<file path="config.mk">
export PLATFORM = sky130hd
export DESIGN_NAME = gee_ctrl
export DESIGN_NICKNAME = d
export VERILOG_FILES = /design/src/gee_pkg.sv /design/src/gee_ctrl.sv
export SDC_FILE = /design/constraint.sdc
export NUM_CORES = 1
export LEC_CHECK = 0
export BUFFER_PORTS_ARGS = -buffer_cell sky130_fd_sc_hd__buf_2
export CORE_MARGIN = 3
export CORE_UTILIZATION = 49
export DETAILED_ROUTE_END_ITERATION = 6
export PLACE_DENSITY = 0.68
export SLEW_MARGIN = 15
export SYNTH_ARGS = -nofsm -noshare
export SYNTH_HDL_FRONTEND = slang
export SYNTH_SLANG_ARGS = --single-unit
export TNS_END_PERCENT = 100
</file>
<file path="constraint.sdc">
create_clock -name clk -period 4.2 [get_ports clk]
set_input_delay 0.63 -clock clk [delete_from_list [all_inputs] [get_ports clk]]
set_output_delay 0.63 -clock clk [all_outputs]
set_load 0.01 [all_outputs]
</file>
<file path="src/gee_pkg.sv">
`timescale 1ns / 1ps
package gee_pkg;

  localparam int unsigned ELEM_W  = 32;
  localparam int unsigned OUT_IDX_W = 3;
  localparam int unsigned OUT_TDATA_W = 40;
  localparam int unsigned CFG_INDEX_W = 2;
  localparam int unsigned CFG_DATA_W = 4;

  localparam logic [CFG_INDEX_W-1:0] CFG_ROWS_IN_USE = 2'd0;
  localparam logic [CFG_INDEX_W-1:0] CFG_COLS_IN_USE = 2'd1;

  typedef enum logic [3:0] {
    S_LOAD,
    S_TOP,
    S_SR_RD,
    S_SR_CMP,
    S_SR_END,
    S_ROW,
    S_DIVST,
    S_DIVW,
    S_COL,
    S_RDT,
    S_MUL,
    S_RND,
    S_WR,
    S_OUT_RD,
    S_OUT_LD
  } state_t;

  typedef struct packed {
    logic perm_init;
    logic perm_swap;
    logic srch_clr;
    logic srch_cmp;
    logic div_start;
    logic rd;
    logic wr;
    logic wr_load;
    logic wr_zero;
    logic opa_ld;
    logic mul_ld;
    logic rnd_ld;
    logic out_ld;
    logic out_last;
  } cmd_t;

  typedef struct packed {
    logic best_zero;
    logic div_done;
    logic out_valid;
  } status_t;

endpackage

</file>
<file path="src/gee_ctrl.sv">
`timescale 1ns / 1ps
module gee_ctrl import gee_pkg::*; #(
  parameter int unsigned RW  = 3,
  parameter int unsigned CW  = 3,
  parameter int unsigned RCW = 4,
  parameter int unsigned CCW = 4,
  parameter int unsigned LCW = 7
) (
  input  logic           clk,
  input  logic           rst,
  input  logic [RCW-1:0] nr,
  input  logic [CCW-1:0] nc,
  input  logic           in_fire,
  input  status_t        status,
  output cmd_t           cmd,
  output logic [RW-1:0]  row,
  output logic [CW-1:0]  col,
  output logic [LCW-1:0] load_addr,
  output logic           in_ready
);

  state_t         state;
  state_t         state_next;
  logic [RCW-1:0] h;
  logic [CCW-1:0] k;
  logic [RCW-1:0] i;
  logic [CCW-1:0] j;
  logic [LCW-1:0] load_count;
  logic           load_done;
  logic           elim_done;

  assign load_done = (32'(load_count) + 32'd1) >= (32'(nr) * 32'(nc));
  assign elim_done = (h >= nr) || (k >= nc);
  assign load_addr = load_count;
  assign in_ready  = (state == S_LOAD);

  always_ff @(posedge clk) begin
    if (rst) begin
      state <= S_LOAD;
    end else begin
      state <= state_next;
    end
  end

  always_ff @(posedge clk) begin
    if (rst) begin
      load_count <= '0;
      h <= '0;
      k <= '0;
      i <= '0;
      j <= '0;
    end else begin
      case (state)
        S_LOAD: begin
          if (in_fire) begin
            if (load_done) begin
              load_count <= '0;
              h <= '0;
              k <= '0;
            end else begin
              load_count <= load_count + 1'b1;
            end
          end
        end
        S_TOP: begin
          if (elim_done) begin
            i <= '0;
            j <= '0;
          end else begin
            i <= h;
          end
        end
        S_SR_CMP: i <= i + 1'b1;
        S_SR_END: begin
          if (status.best_zero) begin
            k <= k + 1'b1;
          end else begin
            i <= h + 1'b1;
          end
        end
        S_ROW: begin
          if (i >= nr) begin
            h <= h + 1'b1;
            k <= k + 1'b1;
          end
        end
        S_DIVW: begin
          if (status.div_done) begin
            j <= k + 1'b1;
          end
        end
        S_COL: begin
          if (j >= nc) begin
            i <= i + 1'b1;
          end
        end
        S_WR: j <= j + 1'b1;
        S_OUT_LD: begin
          if ((32'(j) + 32'd1) >= 32'(nc)) begin
            j <= '0;
            i <= i + 1'b1;
          end else begin
            j <= j + 1'b1;
          end
        end
        default: ;
      endcase
    end
  end

  always_comb begin
    state_next = state;
    cmd = '0;
    row = RW'(i);
    col = CW'(j);
    case (state)
      S_LOAD: begin
        if (in_fire) begin
          cmd.wr      = 1'b1;
          cmd.wr_load = 1'b1;
          if (load_done) begin
            cmd.perm_init = 1'b1;
            state_next    = S_TOP;
          end
        end
      end
      S_TOP: begin
        if (elim_done) begin
          state_next = S_OUT_RD;
        end else begin
          cmd.srch_clr = 1'b1;
          state_next   = S_SR_RD;
        end
      end
      S_SR_RD: begin
        col        = CW'(k);
        cmd.rd     = 1'b1;
        state_next = S_SR_CMP;
      end
      S_SR_CMP: begin
        col          = CW'(k);
        cmd.srch_cmp = 1'b1;
        state_next   = ((32'(i) + 32'd1) < 32'(nr)) ? S_SR_RD : S_SR_END;
      end
      S_SR_END: begin
        row = RW'(h);
        if (status.best_zero) begin
          state_next = S_TOP;
        end else begin
          cmd.perm_swap = 1'b1;
          state_next    = S_ROW;
        end
      end
      S_ROW: begin
        col = CW'(k);
        if (i >= nr) begin
          state_next = S_TOP;
        end else begin
          cmd.rd     = 1'b1;
          state_next = S_DIVST;
        end
      end
      S_DIVST: begin
        cmd.div_start = 1'b1;
        state_next    = S_DIVW;
      end
      S_DIVW: begin
        col = CW'(k);
        if (status.div_done) begin
          cmd.wr      = 1'b1;
          cmd.wr_zero = 1'b1;
          state_next  = S_COL;
        end
      end
      S_COL: begin
        row = RW'(h);
        if (j >= nc) begin
          state_next = S_ROW;
        end else begin
          cmd.rd     = 1'b1;
          state_next = S_RDT;
        end
      end
      S_RDT: begin
        cmd.rd     = 1'b1;
        cmd.opa_ld = 1'b1;
        state_next = S_MUL;
      end
      S_MUL: begin
        cmd.mul_ld = 1'b1;
        state_next = S_RND;
      end
      S_RND: begin
        cmd.rnd_ld = 1'b1;
        state_next = S_WR;
      end
      S_WR: begin
        cmd.wr     = 1'b1;
        state_next = S_COL;
      end
      S_OUT_RD: begin
        cmd.rd = 1'b1;
        if (!status.out_valid) begin
          state_next = S_OUT_LD;
        end
      end
      S_OUT_LD: begin
        cmd.out_ld   = 1'b1;
        cmd.out_last = ((32'(i) + 32'd1) == 32'(nr)) && ((32'(j) + 32'd1) == 32'(nc));
        state_next   = cmd.out_last ? S_LOAD : S_OUT_RD;
      end
      default: state_next = S_LOAD;
    endcase
  end

  a_no_rd_wr: assert property (@(posedge clk) disable iff (rst) !(cmd.rd && cmd.wr))
    else $error("store read and write in one cycle");
  a_no_overwrite: assert property (@(posedge clk) disable iff (rst)
    cmd.out_ld |-> !status.out_valid)
    else $error("result register overwritten");
  a_last_to_load: assert property (@(posedge clk) disable iff (rst)
    (cmd.out_ld && cmd.out_last) |=> (state == S_LOAD))
    else $error("no return to loading after last result");
  a_div_wait: assert property (@(posedge clk) disable iff (rst)
    cmd.div_start |=> (state == S_DIVW))
    else $error("divider started outside its wait");

endmodule

</file>
==> tab_implementation.tex <==
\begin{tabular}{lr}
\hline
Metric & Value \\
\hline
\multicolumn{2}{l}{\textbf{Synth}} \\
\quad Total of warnings raised by yosys & 0 \\
\quad Share of flip-flops with an asynchronous set or reset after synthesis & 0\% \\
\quad Share of synthesized area spent on multiplexers & under 10\% \\
\quad Post-synthesis average cell area & 8.176 um\^{}2 \\
\quad Register bit total from synthesis & 27 \\
\quad Simple-gate share of the synthesized area & between 20\% and 30\% \\
\quad EDFF count, synth & 0 \\
\quad Dominant register cell in the synthesized netlist & sky130\_fd\_sc\_hd\_\_dfxtp\_1 \\
\quad Synthesized-area fraction occupied by ao, oa, aoi and oai cells & between 20 and 25\% \\
\quad Area of the mapped netlist & approximately 3200 um\^{}2 \\
\quad Cell variety after synth & between 70 and 80 \\
\quad Post-synthesis xor/xnor area fraction & 5.695\% \\
\quad Sequential share of the synthesized area & $\sim$17\% \\
\quad Fraction of the mapped netlist area in adder cells & a little over a fifth \\
\quad Number of nets produced by synthesis & $\sim$460 \\
\quad Instance count of the mapped netlist & roughly 400 \\
\quad Combinational family with the most area after synthesis & simple AND/OR/NAND/NOR gates \\
\multicolumn{2}{l}{\textbf{Critical path}} \\
\quad Timing startpoint of the critical path & nr[2] \\
\quad Start-to-end type of the worst setup path & in -> out \\
\quad CP Cell Sequence & buf\_8 -> nand2\_4 -> fa\_1 -> inv\_1 -> fa\_1 -> ha\_1 -> a21o\_1 -> a21oi\_2 -> o21bai\_1 -> a21oi\_2 -> xor2\_1 -> ha\_1 -> a21oi\_2 -> o21a\_1 -> o31ai\_4 -> nand2\_2 -> inv\_2 -> buf\_6 \\
\quad Largest stage delay, worst path & approximately 0.52 ns \\
\quad Critical path peak fanout & 3 \\
\quad Cell occurring most often along the worst timing path & sky130\_fd\_sc\_hd\_\_a21oi\_2 \\
\quad Reg-to-reg startpoint & load\_addr[0]\$\_SDFFE\_PP0P\_ \\
\quad Req. time, crit path & around 3.6 ns \\
\quad Element type at the critical path start & input port \\
\quad Cell type of the slowest stage on the worst timing path & sky130\_fd\_sc\_hd\_\_fa\_1 \\
\quad Critical path arrival & 3.72 ns \\
\quad Endpoint type of the worst setup path & output pin \\
\multicolumn{2}{l}{\textbf{Global route}} \\
\quad Number of global-route vias before repair & 2,818 \\
\quad Wire length of the first global-routing pass & approximately 14,000 um \\
\quad Total routing resource utilization after global routing & between 20 and 25\% \\
\quad Global route total overflow & 0 \\
\quad Initial antenna violation count & 0 \\
\quad Maximum number of pins on one net before global-route repair & 24 \\
\multicolumn{2}{l}{\textbf{Timing}} \\
\quad Final setup vio count & 1 \\
\quad Max Clock Skew & $\sim$0.0068 ns \\
\quad Count of endpoints failing hold in the final timing report & 0 \\
\quad Final setup margin & -0.1528 ns \\
\quad Ratio of final minimum period to clock period & 103.6\% \\
\quad Setup Total Neg Slack & -0.1528 ns \\
\quad Pin slew with the least headroom to its limit & between 0.8 and 0.9 ns \\
\quad RSZ-0062 raised after global routing & yes \\
\quad Slew Viols, Final & 0 \\
\quad Peak Freq & $\sim$230 MHz \\
\quad Slew margin rel. & between 40 and 50\% \\
\quad Final Critical Period & 4.353 ns \\
\multicolumn{2}{l}{\textbf{Floorplanning}} \\
\quad Die width & around 87 um \\
\quad Num ports & 42 \\
\quad Die extent in y & just under 90 um \\
\quad Std cell rows & 28 \\
\quad Initial Util & $\sim$52\% \\
\quad Area of the die & about 7600 um\^{}2 \\
\quad Placeable core area & about 6200 um\^{}2 \\
\multicolumn{2}{l}{\textbf{Placement}} \\
\quad Gp weighted congestion & 0.8912 \\
\quad Pre-CTS setup slack & -0.2721 ns \\
\quad Number of buffers inserted by port buffering & 41 \\
\quad Detailed Place HPWL & roughly 6600 um \\
\quad Dpl cell area & between 3000 and 4000 um\^{}2 \\
\multicolumn{2}{l}{\textbf{Power}} \\
\quad Pleak & roughly 1.8 nW \\
\quad Power density of the placed cells & about 190 nW/um\^{}2 \\
\quad Highest ir drop seen on vdd & 0.1621 mV \\
\multicolumn{2}{l}{\textbf{Final layout}} \\
\quad Multi-input gate area & roughly 2500 um\^{}2 \\
\quad Total of fill cells in the finished design & $\sim$580 \\
\quad Number of nets in the finished design & 516 \\
\quad Proportion of layout cells with a drive suffix above 1 & 24.83\% \\
\quad Sequential cell area & between 500 and 600 um\^{}2 \\
\quad Number of antenna diodes & 0 \\
\quad Area Overhead vs Synth & 15.03\% \\
\quad Most used cells in the layout excluding fill and tap cells & sky130\_fd\_sc\_hd\_\_ha\_1, sky130\_fd\_sc\_hd\_\_nor2\_1, sky130\_fd\_sc\_hd\_\_buf\_2 \\
\quad Cell area after layout & around 3700 um\^{}2 \\
\quad Leading cell type in the layout, fill and taps excluded & sky130\_fd\_sc\_hd\_\_ha\_1 \\
\multicolumn{2}{l}{\textbf{Route}} \\
\quad Number of iterations in the first detailed-routing pass & 5 \\
\quad Routed wirelength normalized by instance count & between 15 and 20 um \\
\quad Number of nets with antenna violations after detailed routing & 0 \\
\quad Detailed Route WL & between 8000 and 9000 um \\
\quad Via-per-instance ratio & around 6 \\
\quad DRC Markers & 0 \\
\quad Detailed Route Iter0 Violations & approximately 290 \\
\quad Number of vias after detailed routing & 3,049 \\
\multicolumn{2}{l}{\textbf{Job}} \\
\quad Number of max-capacitance violations reported & 0 \\
\multicolumn{2}{l}{\textbf{Clock tree}} \\
\quad Maximum level of the CTS H-tree & 1 \\
\quad Number of clock buffers inserted by TritonCTS & 3 \\
\quad Root buffer selected by CTS & sky130\_fd\_sc\_hd\_\_clkbuf\_8 \\
\quad Total clock sinks & 27 \\
\quad Insertion delay to the later sink of the worst-skew pair & $\sim$0.28 ns \\
\quad Clock-pin slew of the registers on the worst-case setup and hold paths & 0.10 ns \\
\quad Max clock buf depth & 2 \\
\quad CTS tree & done \\
\multicolumn{2}{l}{\textbf{Outcome}} \\
\quad Outcome & finished, violations left \\
\quad Violated checks & negative setup slack \\
\multicolumn{2}{l}{\textbf{Hold path}} \\
\quad Classification of the worst-slack hold path & reg -> reg \\
\quad Startpoint of the lowest-slack hold path & h[3]\$\_SDFFE\_PP0P\_ \\
\hline
\end{tabular}
## cell type report
type | count | area share, %
multi-input cells | 331 | 68.51
flip-flops and latches | 27 | 14.55
repair buffers | 60 | 10.58
inverters | 25 | 2.526
well taps | 75 | 2.526
clock buffers | 3 | 1.111
clock inverters | 1 | 0.2021
## registers in the layout, summed over array words and instances, names as in the netlist
signal / cells
i: 4
state: 4
load_addr: 7
h: 4
k: 4
j: 4
## routing by layer
metal	part of all wire (%)	global-route usage (%)	up-vias	routed length, um
met5	0	0	-	0
met1	49	32.89	1394	3946
met4	1.4	4.184	0	116
met3	6.0	3.217	12	491
met2	44	34.78	115	3568
li1	-	-	1528	-
## power by group
| group | switching (mW) | internal (mW) | leakage (nW) |
|---|---|---|---|
| Combinational | 0.143 | 0.122 | 1.55 |
| Clock | 0.0932 | 0.0676 | 0.0217 |
| Sequential | 0.0160 | 0.264 | 0.218 |
## timing repair
| item | in CTS | in global routing |
|---|---|---|
| endpoints found under the setup margin | 1 | 9 |
| hold buffers | 0 | 0 |
| setup buffers | 1 | 0 |
| pin swaps | 12 | 7 |
| gates resized for setup | 11 | 3 |
## synth_stat cells (3+ instances only)
| master | n | area, um^2 |
|---|---|---|
| sky130_fd_sc_hd__nand2b_4 | 3 | 41.29 |
| sky130_fd_sc_hd__or2_2 | 3 | 18.77 |
| sky130_fd_sc_hd__fa_1 | 4 | 80.08 |
| sky130_fd_sc_hd__o21ai_0 | 9 | 45.04 |
| sky130_fd_sc_hd__buf_2 | 5 | 25.02 |
| sky130_fd_sc_hd__nor3_1 | 3 | 15.01 |
| sky130_fd_sc_hd__nand4_1 | 4 | 25.02 |
| sky130_fd_sc_hd__mux2_2 | 4 | 45.04 |
| sky130_fd_sc_hd__a22o_1 | 3 | 26.28 |
| sky130_fd_sc_hd__nand2_1 | 30 | 112.6 |
| sky130_fd_sc_hd__xor2_1 | 15 | 131.4 |
| sky130_fd_sc_hd__and2_1 | 8 | 50.05 |
| sky130_fd_sc_hd__a21oi_1 | 27 | 135.1 |
| sky130_fd_sc_hd__nand4b_1 | 3 | 26.28 |
| sky130_fd_sc_hd__o31ai_1 | 3 | 22.52 |
| sky130_fd_sc_hd__a21o_1 | 4 | 30.03 |
| sky130_fd_sc_hd__nand2_2 | 4 | 25.02 |
| sky130_fd_sc_hd__nor2b_1 | 4 | 25.02 |
| sky130_fd_sc_hd__nor2_2 | 5 | 31.28 |
| sky130_fd_sc_hd__and3_1 | 6 | 37.54 |
| sky130_fd_sc_hd__nand3_1 | 8 | 40.04 |
| sky130_fd_sc_hd__a31oi_1 | 5 | 31.28 |
| sky130_fd_sc_hd__xnor2_1 | 6 | 52.55 |
| sky130_fd_sc_hd__clkbuf_1 | 3 | 11.26 |
| sky130_fd_sc_hd__a211oi_2 | 4 | 50.05 |
| sky130_fd_sc_hd__or3_1 | 5 | 31.28 |
| sky130_fd_sc_hd__dfxtp_1 | 27 | 540.5 |
| sky130_fd_sc_hd__nand3b_1 | 3 | 22.52 |
| sky130_fd_sc_hd__nor2_1 | 43 | 161.4 |
| sky130_fd_sc_hd__o22ai_1 | 6 | 37.54 |
| sky130_fd_sc_hd__nand2b_1 | 9 | 56.30 |
| sky130_fd_sc_hd__inv_1 | 24 | 90.09 |
| sky130_fd_sc_hd__ha_1 | 50 | 625.6 |
## per-stage QoR
stage | cells | total power, mW | hold slack [ns] | util, %
floorplan | 395 | 0.4617 | 0.4719 | -
global placement | 517 | 0.5361 | 0.5071 | 58.28
detailed placement | 517 | 0.5419 | 0.5247 | 58.28
CTS | 522 | 0.7118 | 0.5389 | 60.06
global route | 522 | 0.7555 | 0.5762 | 60.25
finish | 522 | 0.7053 | 0.5434 | 60.25
## final timing paths
check	endpoint	slack [ns]	cells after the start
setup / recovery	cmd[13]	-0.15	18
hold reg to reg	h[3]$_SDFFE_PP0P_	0.54	2
hold / removal	h[3]$_SDFFE_PP0P_	0.54	2
setup reg to reg	h[3]$_SDFFE_PP0P_	1.50	11
## critical path: cells and delay by family
family,cells,cell delay [ns]
buf+inv,4,0.28
xor+xnor,1,0.18
fa+ha+maj,4,1.58
compound gates,7,0.91
simple gates,2,0.13
## logic make-up after synthesis
family | count (synthesis)
adders and majority gates | 54
buffers and inverters | 37
AOI/OAI and AO/OA | 98
xor gates and xnor gates | 21
muxes | 6
DFF | 27
and+or+nand+nor | 152
Note: power is estimated with default switching activity, not from simulation.
